$ cat src/rtl/core/tsfp_pkg.sv
// ----------------------------------------------------------------------------
// Time-set frame parser package
// Shared types, frame constants and the calendar month-length function.
// ----------------------------------------------------------------------------
package tsfp_pkg;

   localparam logic [7:0]  HDR0         = 8'hA5;
   localparam logic [7:0]  HDR1         = 8'h5A;
   localparam logic [7:0]  PAYLOAD_LEN  = 8'h06;
   localparam logic [3:0]  POS_HUNT     = 4'd0;
   localparam logic [3:0]  POS_HDR1     = 4'd1;
   localparam logic [3:0]  POS_FIRST    = 4'd2;
   localparam logic [3:0]  POS_LAST     = 4'd9;
   localparam int          STORE_DEPTH  = 7;
   localparam logic [11:0] YEAR_BASE    = 12'd2000;
   localparam logic [7:0]  YEAR_OFF_MAX = 8'd99;
   localparam logic [7:0]  HOUR_MAX     = 8'd23;
   localparam logic [7:0]  MINSEC_MAX   = 8'd59;
   localparam logic [7:0]  MONTH_MAX    = 8'd12;

   localparam logic [3:0]  MON_FEB      = 4'd2;
   localparam logic [3:0]  MON_APR      = 4'd4;
   localparam logic [3:0]  MON_JUN      = 4'd6;
   localparam logic [3:0]  MON_SEP      = 4'd9;
   localparam logic [3:0]  MON_NOV      = 4'd11;

   typedef struct packed {
      logic [7:0] length;
      logic [7:0] year_off;
      logic [7:0] month;
      logic [7:0] day;
      logic [7:0] hour;
      logic [7:0] minute;
      logic [7:0] second;
   } tsfp_fields_type;

   typedef struct packed {
      logic [11:0] year;
      logic [3:0]  month;
      logic [4:0]  day;
      logic [4:0]  hour;
      logic [5:0]  minute;
      logic [5:0]  second;
   } tsfp_result_type;

   typedef struct packed {
      logic at_checksum;
      logic frame_ok;
   } tsfp_status_type;

   function automatic logic [4:0] month_length(input logic [3:0] month, input logic leap);
      logic [4:0] len;
      case (month)
         MON_FEB: len = leap ? 5'd29 : 5'd28;
         MON_APR: len = 5'd30;
         MON_JUN: len = 5'd30;
         MON_SEP: len = 5'd30;
         MON_NOV: len = 5'd30;
         default: len = 5'd31;
      endcase
      return len;
   endfunction

endpackage

$ cat src/rtl/core/tsfp_req_if.sv
// ----------------------------------------------------------------------------
// Received byte channel
// Valid/ready channel carrying one serial byte per transfer.
// ----------------------------------------------------------------------------
interface tsfp_req_if;
   logic       valid;
   logic       ready;
   logic [7:0] rx_byte;

   modport source (output valid, output rx_byte, input ready);
   modport sink   (input valid, input rx_byte, output ready);
endinterface

$ cat src/rtl/core/tsfp_rsp_if.sv
// ----------------------------------------------------------------------------
// Date-time result channel
// Valid/ready channel carrying one decoded date and time per transfer.
// ----------------------------------------------------------------------------
interface tsfp_rsp_if;
   logic        valid;
   logic        ready;
   logic [11:0] year;
   logic [3:0]  month;
   logic [4:0]  day;
   logic [4:0]  hour;
   logic [5:0]  minute;
   logic [5:0]  second;

   modport source (output valid, output year, output month, output day,
                   output hour, output minute, output second, input ready);
   modport sink   (input valid, input year, input month, input day,
                   input hour, input minute, input second, output ready);
endinterface

$ cat src/rtl/core/tsfp_date_check.sv
// ----------------------------------------------------------------------------
// Date and time validator
// Checks the stored frame fields for a legal date in 2000-2099 and a legal time.
// ----------------------------------------------------------------------------
module tsfp_date_check (
   input  tsfp_pkg::tsfp_fields_type fields,
   output logic                      date_ok
);
   import tsfp_pkg::*;

   logic       leap;
   logic [4:0] max_day;

   // Within 2000-2099 the year is a leap year exactly when the offset is a multiple of four.
   assign leap    = (fields.year_off[1:0] == 2'b00);
   assign max_day = month_length(fields.month[3:0], leap);

   assign date_ok = (fields.year_off <= YEAR_OFF_MAX)
                 && (fields.month != 8'd0) && (fields.month <= MONTH_MAX)
                 && (fields.day != 8'd0) && (fields.day <= {3'b000, max_day})
                 && (fields.hour <= HOUR_MAX)
                 && (fields.minute <= MINSEC_MAX)
                 && (fields.second <= MINSEC_MAX);

endmodule

$ cat src/rtl/core/tsfp_frame_tracker.sv
// ----------------------------------------------------------------------------
// Frame tracker
// Holds the byte position, the running checksum and the stored frame fields.
// ----------------------------------------------------------------------------
module tsfp_frame_tracker (
   input  logic                       clock,
   input  logic                       reset,
   input  logic                       step,
   input  logic [7:0]                 rx_byte,
   output tsfp_pkg::tsfp_status_type  status,
   output tsfp_pkg::tsfp_result_type  result
);
   import tsfp_pkg::*;

   logic [3:0]      pos_ff, pos_in;
   logic [7:0]      sum_ff, sum_in;
   logic [7:0]      store_ff [STORE_DEPTH];
   logic [2:0]      store_idx;
   logic            store_we;
   logic            date_ok;
   tsfp_fields_type fields;

   assign store_idx = 3'(pos_ff - POS_FIRST);
   assign store_we  = step && (pos_ff >= POS_FIRST) && (pos_ff < POS_LAST);

   always_comb begin
      pos_in = pos_ff;
      sum_in = sum_ff;
      if (step) begin
         if ((pos_ff == POS_HUNT) || (pos_ff > POS_LAST)) begin
            pos_in = (rx_byte == HDR0) ? POS_HDR1 : POS_HUNT;
            sum_in = (rx_byte == HDR0) ? HDR0 : 8'd0;
         end else if (pos_ff == POS_HDR1) begin
            if (rx_byte == HDR1) begin
               pos_in = POS_FIRST;
               sum_in = sum_ff + rx_byte;
            end else begin
               pos_in = (rx_byte == HDR0) ? POS_HDR1 : POS_HUNT;
               sum_in = (rx_byte == HDR0) ? HDR0 : 8'd0;
            end
         end else if (pos_ff < POS_LAST) begin
            pos_in = pos_ff + 4'd1;
            sum_in = sum_ff + rx_byte;
         end else begin
            pos_in = POS_HUNT;
            sum_in = 8'd0;
         end
      end
   end

   always_ff @(posedge clock) begin
      if (reset) begin
         pos_ff <= POS_HUNT;
         sum_ff <= 8'd0;
      end else begin
         pos_ff <= pos_in;
         sum_ff <= sum_in;
      end
   end

   always_ff @(posedge clock) begin
      if (store_we) begin
         store_ff[store_idx] <= rx_byte;
      end
   end

   assign fields.length   = store_ff[0];
   assign fields.year_off = store_ff[1];
   assign fields.month    = store_ff[2];
   assign fields.day      = store_ff[3];
   assign fields.hour     = store_ff[4];
   assign fields.minute   = store_ff[5];
   assign fields.second   = store_ff[6];

   tsfp_date_check u_date_check (
      .fields  (fields),
      .date_ok (date_ok)
   );

   assign status.at_checksum = (pos_ff == POS_LAST);
   assign status.frame_ok    = (pos_ff == POS_LAST) && (fields.length == PAYLOAD_LEN)
                            && (sum_ff == rx_byte) && date_ok;

   assign result.year   = YEAR_BASE + {4'b0000, fields.year_off};
   assign result.month  = fields.month[3:0];
   assign result.day    = fields.day[4:0];
   assign result.hour   = fields.hour[4:0];
   assign result.minute = fields.minute[5:0];
   assign result.second = fields.second[5:0];

endmodule

$ cat src/rtl/core/time_set_frame_parser_core.sv
// ----------------------------------------------------------------------------
// Time-set frame parser core
// Hunts for ten-byte time-set frames in a byte stream and delivers each valid
// frame's date and time.
//
//   channel   direction  payload                               transfer when
//   req_chan  in         rx_byte[7:0]                          valid && ready
//   rsp_chan  out        year, month, day, hour, minute, second valid && ready
//
// One byte is taken every cycle unless a stalled result holds back a checksum
// byte; a result is offered once a frame's checksum byte has passed from the
// input register into the result register. Reset clears the byte position,
// the running checksum and both valid flags. A stalled result blocks only the
// next checksum byte, which comes at least ten bytes later, so a result stall
// that ends before that byte arrives never holds back back-to-back input.
// ----------------------------------------------------------------------------
module time_set_frame_parser_core (
   input  logic  clock,
   input  logic  reset,
   tsfp_req_if.sink   req_chan,
   tsfp_rsp_if.source rsp_chan
);
   import tsfp_pkg::*;

   logic            in_valid_ff;
   logic [7:0]      in_byte_ff;
   logic            out_valid_ff, out_valid_in;
   tsfp_result_type out_data_ff;
   logic            advance;
   logic            hit;
   tsfp_status_type status;
   tsfp_result_type result;

   assign advance = in_valid_ff
                 && !(status.at_checksum && out_valid_ff && !rsp_chan.ready);
   assign hit     = advance && status.frame_ok;

   assign req_chan.ready = !in_valid_ff || advance;

   always_ff @(posedge clock) begin
      if (reset) begin
         in_valid_ff <= 1'b0;
      end else if (req_chan.ready) begin
         in_valid_ff <= req_chan.valid;
      end
   end

   always_ff @(posedge clock) begin
      if (req_chan.ready && req_chan.valid) begin
         in_byte_ff <= req_chan.rx_byte;
      end
   end

   tsfp_frame_tracker u_frame_tracker (
      .clock   (clock),
      .reset   (reset),
      .step    (advance),
      .rx_byte (in_byte_ff),
      .status  (status),
      .result  (result)
   );

   always_comb begin
      out_valid_in = out_valid_ff;
      if (hit) begin
         out_valid_in = 1'b1;
      end else if (rsp_chan.ready) begin
         out_valid_in = 1'b0;
      end
   end

   always_ff @(posedge clock) begin
      if (reset) begin
         out_valid_ff <= 1'b0;
      end else begin
         out_valid_ff <= out_valid_in;
      end
   end

   always_ff @(posedge clock) begin
      if (hit) begin
         out_data_ff <= result;
      end
   end

   assign rsp_chan.valid  = out_valid_ff;
   assign rsp_chan.year   = out_data_ff.year;
   assign rsp_chan.month  = out_data_ff.month;
   assign rsp_chan.day    = out_data_ff.day;
   assign rsp_chan.hour   = out_data_ff.hour;
   assign rsp_chan.minute = out_data_ff.minute;
   assign rsp_chan.second = out_data_ff.second;

`ifndef ASSERT_OFF
   a_result_in_range: assert property (@(posedge clock) disable iff (reset)
      out_valid_ff |-> (out_data_ff.year >= YEAR_BASE) && (out_data_ff.year <= 12'd2099)
         && (out_data_ff.month != 4'd0) && (out_data_ff.month <= 4'd12)
         && (out_data_ff.day != 5'd0) && (out_data_ff.hour <= 5'd23)
         && (out_data_ff.minute <= 6'd59) && (out_data_ff.second <= 6'd59))
      else $error("result outside the legal date and time range");

   a_result_from_checksum: assert property (@(posedge clock) disable iff (reset)
      $rose(out_valid_ff) |-> $past(advance && status.at_checksum))
      else $error("result raised without a checksum byte being consumed");

   a_frame_restarts: assert property (@(posedge clock) disable iff (reset)
      (advance && status.at_checksum) |=> !status.at_checksum)
      else $error("tracker did not leave the checksum position");
`endif

endmodule
$ cat src/flat_wrapper.sv
// flat-port wrapper written by rule: the top's interface ports become plain ports
module time_set_frame_parser_core_flat import tsfp_pkg::*;
  (clock, reset, req_chan_valid, req_chan_rx_byte, req_chan_ready, rsp_chan_valid, rsp_chan_year, rsp_chan_month, rsp_chan_day, rsp_chan_hour, rsp_chan_minute, rsp_chan_second, rsp_chan_ready);
  tsfp_req_if req_chan_i ();
  tsfp_rsp_if rsp_chan_i ();
  input  logic clock;
  input  logic reset;
  input wire logic [$bits(req_chan_i.valid)-1:0] req_chan_valid;
  input wire logic [$bits(req_chan_i.rx_byte)-1:0] req_chan_rx_byte;
  output wire logic [$bits(req_chan_i.ready)-1:0] req_chan_ready;
  output wire logic [$bits(rsp_chan_i.valid)-1:0] rsp_chan_valid;
  output wire logic [$bits(rsp_chan_i.year)-1:0] rsp_chan_year;
  output wire logic [$bits(rsp_chan_i.month)-1:0] rsp_chan_month;
  output wire logic [$bits(rsp_chan_i.day)-1:0] rsp_chan_day;
  output wire logic [$bits(rsp_chan_i.hour)-1:0] rsp_chan_hour;
  output wire logic [$bits(rsp_chan_i.minute)-1:0] rsp_chan_minute;
  output wire logic [$bits(rsp_chan_i.second)-1:0] rsp_chan_second;
  input wire logic [$bits(rsp_chan_i.ready)-1:0] rsp_chan_ready;
  assign req_chan_i.valid = req_chan_valid;
  assign req_chan_i.rx_byte = req_chan_rx_byte;
  assign req_chan_ready = req_chan_i.ready;
  assign rsp_chan_valid = rsp_chan_i.valid;
  assign rsp_chan_year = rsp_chan_i.year;
  assign rsp_chan_month = rsp_chan_i.month;
  assign rsp_chan_day = rsp_chan_i.day;
  assign rsp_chan_hour = rsp_chan_i.hour;
  assign rsp_chan_minute = rsp_chan_i.minute;
  assign rsp_chan_second = rsp_chan_i.second;
  assign rsp_chan_i.ready = rsp_chan_ready;
  time_set_frame_parser_core u_core (.clock(clock), .reset(reset), .req_chan(req_chan_i), .rsp_chan(rsp_chan_i));
endmodule
$ cat config.mk
export PLATFORM = sky130hd
export DESIGN_NAME = time_set_frame_parser_core_flat
export DESIGN_NICKNAME = d
export VERILOG_FILES = /design/src/rtl/core/tsfp_pkg.sv /design/src/rtl/core/tsfp_req_if.sv /design/src/rtl/core/tsfp_rsp_if.sv /design/src/rtl/core/tsfp_date_check.sv /design/src/rtl/core/tsfp_frame_tracker.sv /design/src/rtl/core/time_set_frame_parser_core.sv /design/src/flat_wrapper.sv
export SDC_FILE = /design/constraint.sdc
export NUM_CORES = 1
export LEC_CHECK = 0
export ABC_CLOCK_PERIOD_IN_PS = 3600
export CAP_MARGIN = 20
export CORE_UTILIZATION = 62
export CTS_CLUSTER_DIAMETER = 200
export CTS_CLUSTER_SIZE = 30
export DETAILED_ROUTE_END_ITERATION = 8
export DONT_BUFFER_PORTS = 1
export PLACE_DENSITY = 0.76
export SYNTH_ARGS = -nofsm -noshare
export SYNTH_HDL_FRONTEND = slang
export SYNTH_SLANG_ARGS = --single-unit
$ cat constraint.sdc
create_clock -name clock -period 3.6 [get_ports clock]
set_input_delay 0.18 -clock clock [delete_from_list [all_inputs] [get_ports clock]]
set_output_delay 0.18 -clock clock [all_outputs]
set_load 0.02 [all_outputs]
==> impl_metrics.toml <==
[logic_synthesis]
synth.top_cell.area_share = 0.6680
yosysMostFrequentCell = "edfxtp_1"
yosys.area.top_type = "edfxtp_1"
netlist_area_sq_um = 4541
synthTopCellsByArea = "edfxtp_1, dfxtp_1, ha_1"
ys_seq_area_frac = 0.7297
synth_warnings = 0
ys_ff_latch = 115
synth.distinct_cells = 48
synth_edf_count = 101
syn_area_per_cell_sq_um = 15.55
syn-num-nets = 322
synthArstFlopShare = 0
synth_flop_cell = "edfxtp_1"
syn_inst = 292
ys_top_cells_by_count = "edfxtp_1, ha_1, inv_1, nand2_1"

[floorplanning]
coreArea_sq_um = 6944
die_h_um = 87.58
io_pins = 52
die_w_um = 87.58
initial_core_util = 0.6539
fp.dieArea_sq_um = 7669
fp-row-count = 30

[finish]
layout-drive-gt1-share = 0.1369
n_antenna_cell = 0
nets = 353
finish.utilization = 0.7730
finalNonFillerCells = 432
synthToLayoutAreaGrowth_pct = 18.21

[setup_path]
cp.arrival_ns = 2.92
worstSetupStartpointType = "flip-flop"
crit_fanout = 37
crit_type = "flip-flop to flip-flop"
endpoint_kind = "flip-flop"
cp_data_required_time_ns = 3.75

[placement]
io_buffers = 0
place.detailed.hpwl_um = 5418
dp_cells = 389
globalplace.congestion = 0.9236

[pwr]
switching_power_uw = 756.2
pwr-share-comb = 0.028
p_per_area_nw_per_um2 = 596.2
clock_power_share = 0.508
sw_frac_of_total = 0.2363
seqPwrFrac = 0.464
internal_power_uw = 2444
leakagePower_uw = 0.001827
irDropWorstVdd_mv = 0.5099

[cts]
post_cts_buffers = 0
cts_buffer_depth = 2
clk_pin_slew_worst_paths_ns = 0.07
htreeDepth = 4
clkLatencyLatePin_ns = 0.51
cts_sinks = 115
cts_tree = "yes"
postCtsHoldBufs = 11
post_cts_resized = 0
clockRootBuffer = "clkbuf_8"
cts_buffers = 17

[timing]
hold_viol = 0
finalSetupViolations = 0
rsz0062_at_grt = "no"
max_freq_mhz = 361.3
period_share = 0.7689
drv_slew = 0
maxSlewHeadroom = 0.3990
setup_tns_ns = 0
finalCriticalPeriod_ns = 2.768
fin_skew_ns = 0.01153
worst_slew_pin_slew_ns = 0.9014

[global_routing]
grtUsageTotal = 0.2746
grt_pass1_wl_um = 14510
antenna_found_initial = 0
grt-ovfl-total = 0
grt_pass1_vias = 2677
grt_max_degree = 38

[route]
routed_via_density = 6.199
first_pass_iters = 4
wl_per_cell_um = 22.04
ant_nets = 0
via_count = 2678
drc = 0
drt_iter0_markers = 284
finalWirelength_um = 9520

[outcome]
status = "complete, no violations"

[hold_path]
hp-class = "input pin to flip-flop"

[flow_run]
max_cap_violations = 0
==> metal layers <==
| layer | wire [um] | vias to the layer above | track usage |
|---|---|---|---|
| li1 | - | 1212 | - |
| met1 | 3568 | 1268 | 0.3394 |
| met2 | 4863 | 169 | 0.4496 |
| met3 | 855 | 29 | 0.08765 |
| met4 | 233 | 0 | 0.1177 |
| met5 | 0 | - | 0 |
==> final timing paths <==
| kind | startpoint | end | slack (ns) | cells past startpoint |
|---|---|---|---|---|
| hold / removal | req_chan_valid | u_core.in_byte_ff[0] | 0.11 | 1 |
| setup reg to reg | u_core.in_byte_ff[5] | u_core.rsp_chan.month[2] | 0.83 | 7 |
| setup / recovery | u_core.in_byte_ff[5] | u_core.rsp_chan.month[2] | 0.83 | 7 |
| hold reg to reg | u_core.u_frame_tracker.store_ff[6][0] | u_core.rsp_chan.second[0] | 0.43 | 0 |
==> flip-flops by register name, indices dropped and copies added (netlist names) <==
name,cells
u_core.rsp_chan.year,11
u_core.rsp_chan.day,5
u_core.u_frame_tracker.sum_ff,8
u_core.rsp_chan.second,6
u_core.u_frame_tracker.store_ff,56
u_core.rsp_chan.month,4
u_core.u_frame_tracker.pos_ff,4
u_core.rsp_chan.valid,1
u_core.in_byte_ff,8
u_core.rsp_chan.minute,6
u_core.rsp_chan.hour,5
u_core.in_valid_ff,1
==> cell type report <==
class	count	area, sq um
sequential	115	3313
fill	384	1577
multi-input combinational	155	1134
clock buffer	17	414.1
clock inverter	15	163.9
timing repair buffer	18	162.7
tap	96	120.1
inverter	16	60.06
==> per-stage QoR <==
| stage | area, sq um | hold WS (ns) | setup slack, ns | power [uW] |
|---|---|---|---|---|
| after global placement | 4679 | 0.2515 | 1.074 | 1580 |
| after CTS | 5368 | 0.1109 | 0.8520 | 3201 |
| after detailed placement | 4679 | 0.2528 | 0.8753 | 1583 |
| final | 5368 | 0.1100 | 0.8318 | 3200 |
| after global routing | 5368 | 0.09170 | 0.6406 | 3274 |
| after floorplan | 4541 | 0.2491 | 0.5773 | 1557 |
==> cells in the final DEF (no fill, tap or decap), drive strengths merged, types with 5 or more instances in the layout <==
master	n
edfxtp	101
a211oi	6
nand3	7
nor3	5
ha	17
buf	7
o21ai	8
inv	26
nor4	8
nor2	11
a21oi	14
dlygate4sd3	11
clkbuf	17
nand2	16
dfxtp	14
nand4	6
nor4bb	5
==> power by group through the flow <==
stage	clock network, uW	registers [uW]	logic (uW)
floorplan	0	1500	56.2
global placement	0	1510	70.4
detailed placement	0	1510	71.9
CTS	1630	1480	86.2
global route	1690	1490	95.9
finish	1630	1480	88.7
==> kinds of logic (layout without fill, tap and decap cells) <==
logic type | Yosys count | after routing | synth area share
AO/OA/AOI/OAI | 54 | 54 | 0.08790
XOR/XNOR | 6 | 6 | 0.01157
adder cells (fa/ha/maj) | 18 | 18 | 0.05125
buffers and inverters | 22 | 66 | 0.02122
flip-flops | 115 | 115 | 0.7297
multiplexers | 2 | 2 | 0.004409
AND/OR/NAND/NOR | 75 | 75 | 0.09397
==> worst max-delay path, cell delays in order (launching register included) <==
cell	delay, ns
edfxtp_1	0.55
ha_1	0.43
nor4_1	0.37
nand4_1	0.13
nor4_1	0.30
nand2_1	0.14
inv_1	0.08
buf_4	0.40
Note: power is estimated with default switching activity, not from simulation.
